### src/sv/ellrast_pkg.sv
// Shared types for the ellipse rasterizer: command and status bundles
// between controller and datapath, and the request function codes.
// No dependencies.
`default_nettype none

package ellrast_pkg;

   // Request function codes.
   typedef enum logic {
      FUNC_START = 1'b0,
      FUNC_STEP  = 1'b1
   } func_type;

   // Controller to datapath: one strobe per kind of work.
   typedef struct packed {
      logic load_req;   // capture the corners of an accepted beat
      logic set1;       // box extents and columns
      logic set2;       // squares, rows, height
      logic set3;       // increments and growths
      logic set4;       // initial error term, enter main loop
      logic main_a;     // row half of a main step
      logic main_b;     // column half of a main step, end check
      logic tip;        // one tip step
      logic load_out;   // move the finished group into the output register
   } cmd_type;

   // Datapath to controller.
   typedef struct packed {
      logic phase_main;
      logic phase_tip;
   } sts_type;

endpackage

`default_nettype wire

### src/sv/ellrast_dp.sv
// Datapath of the ellipse rasterizer: setup arithmetic, error term,
// positions and the output register. Uses ellrast_pkg.
`default_nettype none

module ellrast_dp #(
   parameter int COORD_BITS = 12,
   parameter int ERR_BITS   = 48
) (
   input  wire logic                          clock,
   input  wire logic                          reset,
   input  wire ellrast_pkg::cmd_type          cmd,
   output ellrast_pkg::sts_type               sts,
   input  wire logic [COORD_BITS-1:0]         req_corner_x0,
   input  wire logic [COORD_BITS-1:0]         req_corner_y0,
   input  wire logic [COORD_BITS-1:0]         req_corner_x1,
   input  wire logic [COORD_BITS-1:0]         req_corner_y1,
   output logic signed [COORD_BITS+1:0]       rsp_left_col,
   output logic signed [COORD_BITS+1:0]       rsp_right_col,
   output logic signed [COORD_BITS+1:0]       rsp_down_row,
   output logic signed [COORD_BITS+1:0]       rsp_up_row,
   output logic                               rsp_last
);
   import ellrast_pkg::*;

   localparam int C  = COORD_BITS;
   localparam int E  = ERR_BITS;
   localparam int P  = COORD_BITS + 2;
   localparam int PW = 3 * COORD_BITS + 2;
   localparam int GW = (ERR_BITS < 2 * COORD_BITS + 3) ? ERR_BITS : 2 * COORD_BITS + 3;

   localparam logic [P-1:0] POS_ONE = P'(1);

   typedef enum logic [2:0] {
      PH_IDLE = 3'b001,
      PH_MAIN = 3'b010,
      PH_TIP  = 3'b100
   } phase_type;

   phase_type        phase_ff, phase_in;
   logic [C-1:0]     x0_ff, y0_ff, x1_ff, y1_ff;
   logic [C-1:0]     x0_in, y0_in, x1_in, y1_in;
   logic [C-1:0]     a_ff, b_ff, top_ff, a_in, b_in, top_in;
   logic [2*C-1:0]   aa_ff, bb_ff, aa_in, bb_in;
   logic [P-1:0]     left_ff, right_ff, down_ff, up_ff;
   logic [P-1:0]     left_in, right_in, down_in, up_in;
   logic [C-1:0]     height_ff, height_in;
   logic [E-1:0]     err_ff, xinc_ff, yinc_ff, err_in, xinc_in, yinc_in;
   logic [GW-1:0]    xg_ff, yg_ff, xg_in, yg_in;
   logic             c_ge_ff, c_ge_in;
   logic [P-1:0]     res_left_ff, res_right_ff, res_down_ff, res_up_ff;
   logic [P-1:0]     res_left_in, res_right_in, res_down_in, res_up_in;
   logic             res_last_ff, res_last_in;
   logic [P-1:0]     out_left_ff, out_right_ff, out_down_ff, out_up_ff;
   logic [P-1:0]     out_left_in, out_right_in, out_down_in, out_up_in;
   logic             out_last_ff, out_last_in;

   // Setup terms
   logic [C:0]       b_plus1;
   logic [2*C-1:0]   a_ext, b_ext;
   logic [2*C-1:0]   aa_prod, bb_prod;
   logic [PW-1:0]    a_wide, bb_wide, ab_prod, xprod;
   logic [E+PW+1:0]  xinc_wide;
   logic [E+2*C+2:0] yinc_wide, xg_wide, yg_wide;
   logic [E+2*C-1:0] oddaa_wide;
   logic [E-1:0]     oddaa;

   // Step terms
   logic [E+GW-1:0]  xg_ext_wide, yg_ext_wide;
   logic [E-1:0]     xg_e, yg_e;
   logic [E:0]       e_twice, y_sext, x_sext;
   logic             c_le, c_ge, c2;
   logic [E-1:0]     yinc_up, xinc_up, err_y, err_x;
   logic [P-1:0]     left_inc, right_dec, down_inc, up_dec, left_dec, right_inc;
   logic             gt_step, gt_hold, gt;
   logic [P:0]       span, span_post, height_ext;
   logic             narrow, tip_done;

   assign b_plus1     = {1'b0, b_ff} + {{C{1'b0}}, 1'b1};
   assign a_ext       = {{C{1'b0}}, a_ff};
   assign b_ext       = {{C{1'b0}}, b_ff};
   assign aa_prod     = a_ext * a_ext;
   assign bb_prod     = b_ext * b_ext;
   // (1 - a) * b * b, formed as b*b - a*b*b so the product stays unsigned
   assign a_wide      = {{(2*C+2){1'b0}}, a_ff};
   assign bb_wide     = {{(C+2){1'b0}}, bb_ff};
   assign ab_prod     = a_wide * bb_wide;
   assign xprod       = bb_wide - ab_prod;
   assign xinc_wide   = {{E{xprod[PW-1]}}, xprod, 2'b00};
   assign yinc_wide   = b_ff[0] ? {{E{1'b0}}, aa_ff, 3'b000}
                                : {{(E+1){1'b0}}, aa_ff, 2'b00};
   assign xg_wide     = {{E{1'b0}}, bb_ff, 3'b000};
   assign yg_wide     = {{E{1'b0}}, aa_ff, 3'b000};
   assign oddaa_wide  = {{E{1'b0}}, aa_ff};
   assign oddaa       = b_ff[0] ? oddaa_wide[E-1:0] : '0;

   assign xg_ext_wide = {{E{1'b0}}, xg_ff};
   assign yg_ext_wide = {{E{1'b0}}, yg_ff};
   assign xg_e        = xg_ext_wide[E-1:0];
   assign yg_e        = yg_ext_wide[E-1:0];

   // Compare 2*e against an increment one bit wider, so nothing overflows.
   assign e_twice = {err_ff, 1'b0};
   assign y_sext  = {yinc_ff[E-1], yinc_ff};
   assign x_sext  = {xinc_ff[E-1], xinc_ff};
   assign c_le    = $signed(e_twice) <= $signed(y_sext);
   assign c_ge    = $signed(e_twice) >= $signed(x_sext);
   assign c2      = c_ge_ff || !c_le;

   assign yinc_up = yinc_ff + yg_e;
   assign err_y   = err_ff + yinc_ff + yg_e;
   assign xinc_up = xinc_ff + xg_e;
   assign err_x   = err_ff + xinc_ff + xg_e;

   assign left_inc  = left_ff + POS_ONE;
   assign right_dec = right_ff - POS_ONE;
   assign left_dec  = left_ff - POS_ONE;
   assign right_inc = right_ff + POS_ONE;
   assign down_inc  = down_ff + POS_ONE;
   assign up_dec    = up_ff - POS_ONE;

   assign gt_step    = $signed(left_inc) > $signed(right_dec);
   assign gt_hold    = $signed(left_ff) > $signed(right_ff);
   assign gt         = c2 ? gt_step : gt_hold;
   assign height_ext = {3'b000, height_ff};
   assign span       = {down_ff[P-1], down_ff} - {up_ff[P-1], up_ff};
   assign span_post  = {down_inc[P-1], down_inc} - {up_dec[P-1], up_dec};
   assign narrow     = $signed(span) < $signed(height_ext);
   assign tip_done   = !($signed(span_post) < $signed(height_ext));

   always_comb begin
      phase_in     = phase_ff;
      x0_in        = x0_ff;
      y0_in        = y0_ff;
      x1_in        = x1_ff;
      y1_in        = y1_ff;
      a_in         = a_ff;
      b_in         = b_ff;
      top_in       = top_ff;
      aa_in        = aa_ff;
      bb_in        = bb_ff;
      left_in      = left_ff;
      right_in     = right_ff;
      down_in      = down_ff;
      up_in        = up_ff;
      height_in    = height_ff;
      err_in       = err_ff;
      xinc_in      = xinc_ff;
      yinc_in      = yinc_ff;
      xg_in        = xg_ff;
      yg_in        = yg_ff;
      c_ge_in      = c_ge_ff;
      res_left_in  = res_left_ff;
      res_right_in = res_right_ff;
      res_down_in  = res_down_ff;
      res_up_in    = res_up_ff;
      res_last_in  = res_last_ff;
      out_left_in  = out_left_ff;
      out_right_in = out_right_ff;
      out_down_in  = out_down_ff;
      out_up_in    = out_up_ff;
      out_last_in  = out_last_ff;

      if (cmd.load_req) begin
         x0_in = req_corner_x0;
         y0_in = req_corner_y0;
         x1_in = req_corner_x1;
         y1_in = req_corner_y1;
      end

      if (cmd.set1) begin
         a_in     = (x1_ff > x0_ff) ? x1_ff - x0_ff : x0_ff - x1_ff;
         b_in     = (y1_ff > y0_ff) ? y1_ff - y0_ff : y0_ff - y1_ff;
         top_in   = (y0_ff < y1_ff) ? y0_ff : y1_ff;
         left_in  = {2'b00, ((x0_ff < x1_ff) ? x0_ff : x1_ff)};
         right_in = {2'b00, ((x0_ff < x1_ff) ? x1_ff : x0_ff)};
      end

      if (cmd.set2) begin
         aa_in     = aa_prod;
         bb_in     = bb_prod;
         // up row sits b/2 below top, down row (b+1)/2 below top
         down_in   = {2'b00, top_ff} + {2'b00, b_plus1[C:1]};
         up_in     = {2'b00, top_ff} + {3'b000, b_ff[C-1:1]};
         height_in = b_ff;
      end

      if (cmd.set3) begin
         xinc_in = xinc_wide[E-1:0];
         yinc_in = yinc_wide[E-1:0];
         xg_in   = xg_wide[GW-1:0];
         yg_in   = yg_wide[GW-1:0];
      end

      if (cmd.set4) begin
         err_in   = xinc_ff + yinc_ff + oddaa;
         phase_in = PH_MAIN;
      end

      if (cmd.main_a) begin
         res_left_in  = left_ff;
         res_right_in = right_ff;
         res_down_in  = down_ff;
         res_up_in    = up_ff;
         res_last_in  = 1'b0;
         c_ge_in      = c_ge;
         if (c_le) begin
            down_in = down_inc;
            up_in   = up_dec;
            yinc_in = yinc_up;
            err_in  = err_y;
         end
      end

      if (cmd.main_b) begin
         if (c2) begin
            left_in  = left_inc;
            right_in = right_dec;
            xinc_in  = xinc_up;
            err_in   = err_x;
         end
         if (gt) begin
            phase_in    = narrow ? PH_TIP : PH_IDLE;
            res_last_in = !narrow;
         end
      end

      if (cmd.tip) begin
         res_left_in  = left_dec;
         res_right_in = right_inc;
         res_down_in  = down_ff;
         res_up_in    = up_ff;
         res_last_in  = tip_done;
         down_in      = down_inc;
         up_in        = up_dec;
         if (tip_done) begin
            phase_in = PH_IDLE;
         end
      end

      if (cmd.load_out) begin
         out_left_in  = res_left_ff;
         out_right_in = res_right_ff;
         out_down_in  = res_down_ff;
         out_up_in    = res_up_ff;
         out_last_in  = res_last_ff;
      end
   end

   always_ff @(posedge clock) begin
      if (reset) begin
         phase_ff <= PH_IDLE;
      end else begin
         phase_ff <= phase_in;
      end
   end

   always_ff @(posedge clock) begin
      x0_ff        <= x0_in;
      y0_ff        <= y0_in;
      x1_ff        <= x1_in;
      y1_ff        <= y1_in;
      a_ff         <= a_in;
      b_ff         <= b_in;
      top_ff       <= top_in;
      aa_ff        <= aa_in;
      bb_ff        <= bb_in;
      left_ff      <= left_in;
      right_ff     <= right_in;
      down_ff      <= down_in;
      up_ff        <= up_in;
      height_ff    <= height_in;
      err_ff       <= err_in;
      xinc_ff      <= xinc_in;
      yinc_ff      <= yinc_in;
      xg_ff        <= xg_in;
      yg_ff        <= yg_in;
      c_ge_ff      <= c_ge_in;
      res_left_ff  <= res_left_in;
      res_right_ff <= res_right_in;
      res_down_ff  <= res_down_in;
      res_up_ff    <= res_up_in;
      res_last_ff  <= res_last_in;
      out_left_ff  <= out_left_in;
      out_right_ff <= out_right_in;
      out_down_ff  <= out_down_in;
      out_up_ff    <= out_up_in;
      out_last_ff  <= out_last_in;
   end

   assign sts.phase_main = (phase_ff == PH_MAIN);
   assign sts.phase_tip  = (phase_ff == PH_TIP);

   assign rsp_left_col  = $signed(out_left_ff);
   assign rsp_right_col = $signed(out_right_ff);
   assign rsp_down_row  = $signed(out_down_ff);
   assign rsp_up_row    = $signed(out_up_ff);
   assign rsp_last      = out_last_ff;

endmodule

`default_nettype wire

### src/sv/ellrast_ctrl.sv
// Controller of the ellipse rasterizer: sequences setup and step work,
// owns the handshakes and the output valid flag. Uses ellrast_pkg.
`default_nettype none

module ellrast_ctrl (
   input  wire logic                 clock,
   input  wire logic                 reset,
   input  wire logic                 req_valid,
   input  wire logic                 req_func,
   output logic                      req_stall,
   output logic                      rsp_valid,
   input  wire logic                 rsp_stall,
   input  wire ellrast_pkg::sts_type sts,
   output ellrast_pkg::cmd_type      cmd
);
   import ellrast_pkg::*;

   typedef enum logic [8:0] {
      ST_READY  = 9'b000000001,
      ST_SET1   = 9'b000000010,
      ST_SET2   = 9'b000000100,
      ST_SET3   = 9'b000001000,
      ST_SET4   = 9'b000010000,
      ST_MAIN_A = 9'b000100000,
      ST_MAIN_B = 9'b001000000,
      ST_TIP    = 9'b010000000,
      ST_EMIT   = 9'b100000000
   } state_type;

   state_type state_ff, state_in;
   logic      rsp_valid_ff, rsp_valid_in;
   logic      out_free;

   assign out_free = !rsp_valid_ff || !rsp_stall;

   always_comb begin
      state_in = state_ff;
      cmd      = '0;
      unique case (state_ff)
         ST_READY: begin
            if (req_valid) begin
               cmd.load_req = 1'b1;
               priority if (req_func == FUNC_START) begin
                  state_in = ST_SET1;
               end else if (sts.phase_main) begin
                  state_in = ST_MAIN_A;
               end else if (sts.phase_tip) begin
                  state_in = ST_TIP;
               end else begin
                  state_in = ST_READY;
               end
            end
         end
         ST_SET1: begin
            cmd.set1 = 1'b1;
            state_in = ST_SET2;
         end
         ST_SET2: begin
            cmd.set2 = 1'b1;
            state_in = ST_SET3;
         end
         ST_SET3: begin
            cmd.set3 = 1'b1;
            state_in = ST_SET4;
         end
         ST_SET4: begin
            cmd.set4 = 1'b1;
            state_in = ST_READY;
         end
         ST_MAIN_A: begin
            cmd.main_a = 1'b1;
            state_in   = ST_MAIN_B;
         end
         ST_MAIN_B: begin
            cmd.main_b = 1'b1;
            state_in   = ST_EMIT;
         end
         ST_TIP: begin
            cmd.tip  = 1'b1;
            state_in = ST_EMIT;
         end
         ST_EMIT: begin
            if (out_free) begin
               cmd.load_out = 1'b1;
               state_in     = ST_READY;
            end
         end
         default: begin
            state_in = ST_READY;
         end
      endcase
   end

   // Set on load, hold while the receiver stalls, drop once taken.
   assign rsp_valid_in = cmd.load_out || (rsp_valid_ff && rsp_stall);

   always_ff @(posedge clock) begin
      if (reset) begin
         state_ff     <= ST_READY;
         rsp_valid_ff <= 1'b0;
      end else begin
         state_ff     <= state_in;
         rsp_valid_ff <= rsp_valid_in;
      end
   end

   assign req_stall = (state_ff != ST_READY);
   assign rsp_valid = rsp_valid_ff;

endmodule

`default_nettype wire

### src/sv/ellipse_rasterizer_unit.sv
// Top level of the ellipse rasterizer: controller plus datapath.
// Depends on ellrast_pkg, ellrast_ctrl and ellrast_dp.
//
// Usage: rasterizes the axis-aligned ellipse inscribed in a box, one
// group of four symmetric points per beat.
// - Request channel (req_): a start beat (func 0) takes two corners in
//   either order; a step beat (func 1) asks for the next point group.
//   A step beat while no ellipse is active is consumed and gives nothing.
//   A start beat while drawing abandons the current ellipse.
// - Result channel (rsp_): left/right columns, down/up rows and last,
//   which marks the final group of the ellipse.
// - Sequencing: a start beat keeps the block busy through its setup steps
//   (square and cross-product multipliers), then it is ready again.
//   A main-loop step is a row half and a column half, each one 48-bit
//   three-input add and compare, then the move into the output
//   register, after which its group is on rsp_. A tip step does the
//   tip update, then the same move; an idle step leaves the block ready.
// - While rsp_stall is high the group holds in the output register; the
//   block still takes the next request beat and works it up to the point
//   where it needs the output register, then holds.
// - Reset (synchronous, active high) drops any pending result and returns
//   the block to no active ellipse; a start beat is needed before steps.
`default_nettype none

module ellipse_rasterizer_unit #(
   parameter int COORD_BITS = 12,
   parameter int ERR_BITS   = 48
) (
   input  wire logic                      clock,
   input  wire logic                      reset,
   input  wire logic                      req_valid,
   output logic                           req_stall,
   input  wire logic                      req_func,
   input  wire logic [COORD_BITS-1:0]     req_corner_x0,
   input  wire logic [COORD_BITS-1:0]     req_corner_y0,
   input  wire logic [COORD_BITS-1:0]     req_corner_x1,
   input  wire logic [COORD_BITS-1:0]     req_corner_y1,
   output logic                           rsp_valid,
   input  wire logic                      rsp_stall,
   output logic signed [COORD_BITS+1:0]   rsp_left_col,
   output logic signed [COORD_BITS+1:0]   rsp_right_col,
   output logic signed [COORD_BITS+1:0]   rsp_down_row,
   output logic signed [COORD_BITS+1:0]   rsp_up_row,
   output logic                           rsp_last
);
   import ellrast_pkg::*;

   cmd_type cmd;
   sts_type sts;

   // Sequencing and handshakes.
   ellrast_ctrl u_ctrl (
      .clock     (clock),
      .reset     (reset),
      .req_valid (req_valid),
      .req_func  (req_func),
      .req_stall (req_stall),
      .rsp_valid (rsp_valid),
      .rsp_stall (rsp_stall),
      .sts       (sts),
      .cmd       (cmd)
   );

   // Setup arithmetic, error term, positions, output register.
   ellrast_dp #(
      .COORD_BITS (COORD_BITS),
      .ERR_BITS   (ERR_BITS)
   ) u_dp (
      .clock         (clock),
      .reset         (reset),
      .cmd           (cmd),
      .sts           (sts),
      .req_corner_x0 (req_corner_x0),
      .req_corner_y0 (req_corner_y0),
      .req_corner_x1 (req_corner_x1),
      .req_corner_y1 (req_corner_y1),
      .rsp_left_col  (rsp_left_col),
      .rsp_right_col (rsp_right_col),
      .rsp_down_row  (rsp_down_row),
      .rsp_up_row    (rsp_up_row),
      .rsp_last      (rsp_last)
   );

endmodule

`default_nettype wire

### config.mk
export PLATFORM = sky130hd
export DESIGN_NAME = ellipse_rasterizer_unit
export DESIGN_NICKNAME = d
export VERILOG_FILES = /design/src/sv/ellrast_pkg.sv /design/src/sv/ellrast_dp.sv /design/src/sv/ellrast_ctrl.sv /design/src/sv/ellipse_rasterizer_unit.sv
export SDC_FILE = /design/constraint.sdc
export NUM_CORES = 2
export LEC_CHECK = 0
export BUFFER_PORTS_ARGS = -buffer_cell sky130_fd_sc_hd__buf_2
export CAP_MARGIN = 20
export CORE_MARGIN = 10
export CORE_UTILIZATION = 69
export DETAILED_ROUTE_END_ITERATION = 16
export PLACE_DENSITY = 0.86
export SYNTH_ARGS = -nofsm -noshare
export SYNTH_HDL_FRONTEND = slang
export SYNTH_SLANG_ARGS = --single-unit
### constraint.sdc
create_clock -name clock -period 23.5 [get_ports clock]
set_input_delay 2.35 -clock clock [delete_from_list [all_inputs] [get_ports clock]]
set_output_delay 2.35 -clock clock [all_outputs]
set_load 0.01 [all_outputs]
==> flow_metrics.env <==
export IMPL_hold_violations=0
export IMPL_dp_cells=7364
export IMPL_grt_max_degree=84
export IMPL_first_global_vias=47880
export IMPL_grt_remaining_overflow=0
export IMPL_finalClockSkew_ps=61.41
export IMPL_cts_tree="done"
export IMPL_layoutNonFillerInstCount=7480
export IMPL_seq_area_frac_synth=0.2342
export IMPL_vias=47810
export IMPL_syn_avg_cell_area_um2=8.981
export IMPL_crit_required_ps=23980
export IMPL_cp_depth=30
export IMPL_ys_seq_elements=515
export IMPL_path_buf_inv=4
export IMPL_antenna_found_initial=7
export IMPL_cts_hold_buffers=0
export IMPL_tightest_slew_ps=1162
export IMPL_ff2ff_path_depth=30
export IMPL_worstSetupPathType="reg2reg"
export IMPL_synth_top_flop_cell="edfxtp_1"
export IMPL_cts_clk_slew_worst_paths_ps=60
export IMPL_cts_setup_buffers=0
export IMPL_grt_pass1_wl_mm=249.2
export IMPL_routabilityCongestion=0.9761
export IMPL_timing_rr_start="u_dp.a_ff[8]$_DFFE_PP_"
export IMPL_rows=105
export IMPL_status="finished clean"
export IMPL_numCtsBuffers=59
export IMPL_crit_family="adder cells"
export IMPL_hpwl_mm=120.4
export IMPL_fin_nets=7582
export IMPL_initial_core_util=0.6960
export IMPL_synth_warnings=0
export IMPL_grt_usage=0.3254
export IMPL_min_period_ps=8077
export IMPL_fillerInstances=5846
export IMPL_via_per_inst=6.392
export IMPL_h_tree_depth=2
export IMPL_core_um2=82110
export IMPL_ios=112
export IMPL_slowest_stage="fa_1"
export IMPL_fin_tns_setup_ps=0
export IMPL_wl_per_cell_um=20.88
export IMPL_setup_viol=0
export IMPL_port_buffers=111
export IMPL_finalMaxSlewViolations=0
export IMPL_cp_start_kind="flip-flop"
export IMPL_final_common_cell="inv_1"
export IMPL_drtIter0Drc=4757
export IMPL_drc=0
export IMPL_syn_area_um2=57150
export IMPL_syn_inst=6363
export IMPL_peakVddDrop_mv=0.07232
export IMPL_max_stage_delay_ps=550
export IMPL_min_from="u_dp.res_right_ff[8]$_DFFE_PP_"
export IMPL_powerDensity_nw_per_um2=61.90
export IMPL_hold_class="reg2reg"
export IMPL_final_cell_mix="inv_1 (750), ha_1 (722), nand2_1 (593)"
export IMPL_die_area_um2=94730
export IMPL_synth_cell_types=87
export IMPL_drive_above_1_share=0.04995
export IMPL_cp_startpoint="u_dp.a_ff[8]$_DFFE_PP_"
export IMPL_ant_nets=0
export IMPL_areaGrowthSynthToFinish_pct=6.058
export IMPL_synth_edf_count=307
export IMPL_clock_path_buffers=3
export IMPL_maxCapViolCount=0
export IMPL_fmax_mhz=123.8
export IMPL_synthArstFlopShare=0
export IMPL_cts_sinks=515
export IMPL_crit_path_end_kind="flip-flop"
export IMPL_die_h_um=307.8
export IMPL_path_max_fanout=33
export IMPL_cts_resized=0
export IMPL_finalCritPeriodShare=0.3437
export IMPL_rsz0062_at_grt="false"
export IMPL_firstDrtPassIters=6
export IMPL_worst_slew_margin_rel=0.2154
export IMPL_whs_path_depth=0
export IMPL_clkLatencyLatePin_ps=680
export IMPL_cp_arrival_ps=8550
export IMPL_cts_root_buffer="clkbuf_16"
export IMPL_die_w_um=307.8
export IMPL_wirelength_mm=156.2
export IMPL_p_leak_nw=28.44
==> through the flow <==
stage	setup WS (ps)	total power, mW	hold slack, ps	util	cell area, µm²
2_1_floorplan	16070	2.372	400.3	-	57170
3_3_place_gp	15740	2.681	401.5	0.7135	58590
3_5_place_dp	15590	2.750	404.5	0.7135	58590
4_1_cts	15490	3.724	418.4	0.7379	60590
5_1_grt	15010	3.982	419.9	0.7381	60610
6_report	15420	3.752	416.7	0.7382	60610
==> power by group <==
part | internal [mW] | total, mW | switching, mW
clock | 0.540 | 0.967 | 0.427
sequential | 1.03 | 1.12 | 0.0912
combinational | 0.706 | 1.66 | 0.958
total | 2.28 | 3.75 | 1.48
==> kinds of logic after synthesis <==
kind of cell / synth area share
DFF: 0.2342
AOI/OAI and AO/OA: 0.1673
muxes: 0.009327
xor gates and xnor gates: 0.06222
adders and majority gates: 0.3161
and+or+nand+nor: 0.1456
buffers and inverters: 0.06513
other: 0.0001314
==> state kept, by name, indices dropped and copies added (netlist names), 22 cells and up <==
name,flops
u_dp.aa_ff,23
u_dp.xg_ff,23
u_dp.bb_ff,22
u_dp.yg_ff,23
u_dp.err_ff,48
u_dp.xinc_ff,48
u_dp.yinc_ff,48
==> synthesized netlist by cell type (11+ instances only) <==
cell type | number | area [µm²]
nor3b_1 | 14 | 105.1
buf_1 | 12 | 45.04
mux2i_1 | 42 | 420.4
a21oi_1 | 465 | 2327
nand4_1 | 72 | 450.4
a211o_1 | 28 | 245.2
edfxtp_1 | 307 | 9219
a21o_1 | 195 | 1464
a221oi_1 | 16 | 140.1
or2_2 | 12 | 75.07
a41oi_1 | 11 | 96.34
and4_1 | 14 | 122.6
inv_1 | 755 | 2834
fa_1 | 451 | 9029
a211oi_1 | 74 | 555.5
nand3_1 | 118 | 590.6
a31oi_1 | 49 | 306.5
buf_2 | 11 | 55.05
xnor2_1 | 262 | 2295
nand2b_1 | 49 | 306.5
nor2b_1 | 64 | 400.4
o21bai_1 | 54 | 405.4
clkbuf_1 | 208 | 780.8
a21boi_0 | 16 | 120.1
o21ai_0 | 308 | 1541
xor2_1 | 144 | 1261
nor2_1 | 324 | 1216
nor4_1 | 34 | 212.7
and2_1 | 211 | 1320
o211ai_1 | 98 | 735.7
a31o_2 | 11 | 96.34
dfxtp_1 | 208 | 4164
o22ai_1 | 19 | 118.9
ha_1 | 722 | 9034
o31ai_1 | 18 | 135.1
nor3_1 | 102 | 510.5
o21a_1 | 39 | 292.8
nand2_1 | 594 | 2230
or3_1 | 24 | 150.1
and3_1 | 42 | 262.8
==> final cells by class <==
type	instances	area (µm²)	area share
antenna	3	7.507	0.0001239
clock buffer	68	1530	0.02525
clock inverter	44	471.7	0.007783
inverter	757	2844	0.04692
multi-input combinational	4866	40130	0.6620
sequential	515	13380	0.2208
tap	1070	1339	0.02209
timing repair buffer	157	908.4	0.01499
==> routing by layer <==
metal | part of all wire | vias up | routed length, µm | global-route usage
met5 | 0.00024 | - | 38 | 0
met4 | 0.042 | 6 | 6631 | 0.1313
met3 | 0.098 | 457 | 15290 | 0.05326
met2 | 0.47 | 2375 | 72980 | 0.5377
met1 | 0.39 | 22940 | 61260 | 0.4222
li1 | - | 22040 | - | -
==> worst paths after layout <==
check / endpoint / slack (ps)
setup / recovery: u_dp.xinc_ff[33]$_DFF_P_ / 15420
setup reg to reg: u_dp.xinc_ff[33]$_DFF_P_ / 15420
hold / removal: u_dp.rsp_right_col[8]$_DFFE_PP_ / 420
hold reg to reg: u_dp.rsp_right_col[8]$_DFFE_PP_ / 420
Note: power is estimated with default switching activity, not from simulation.
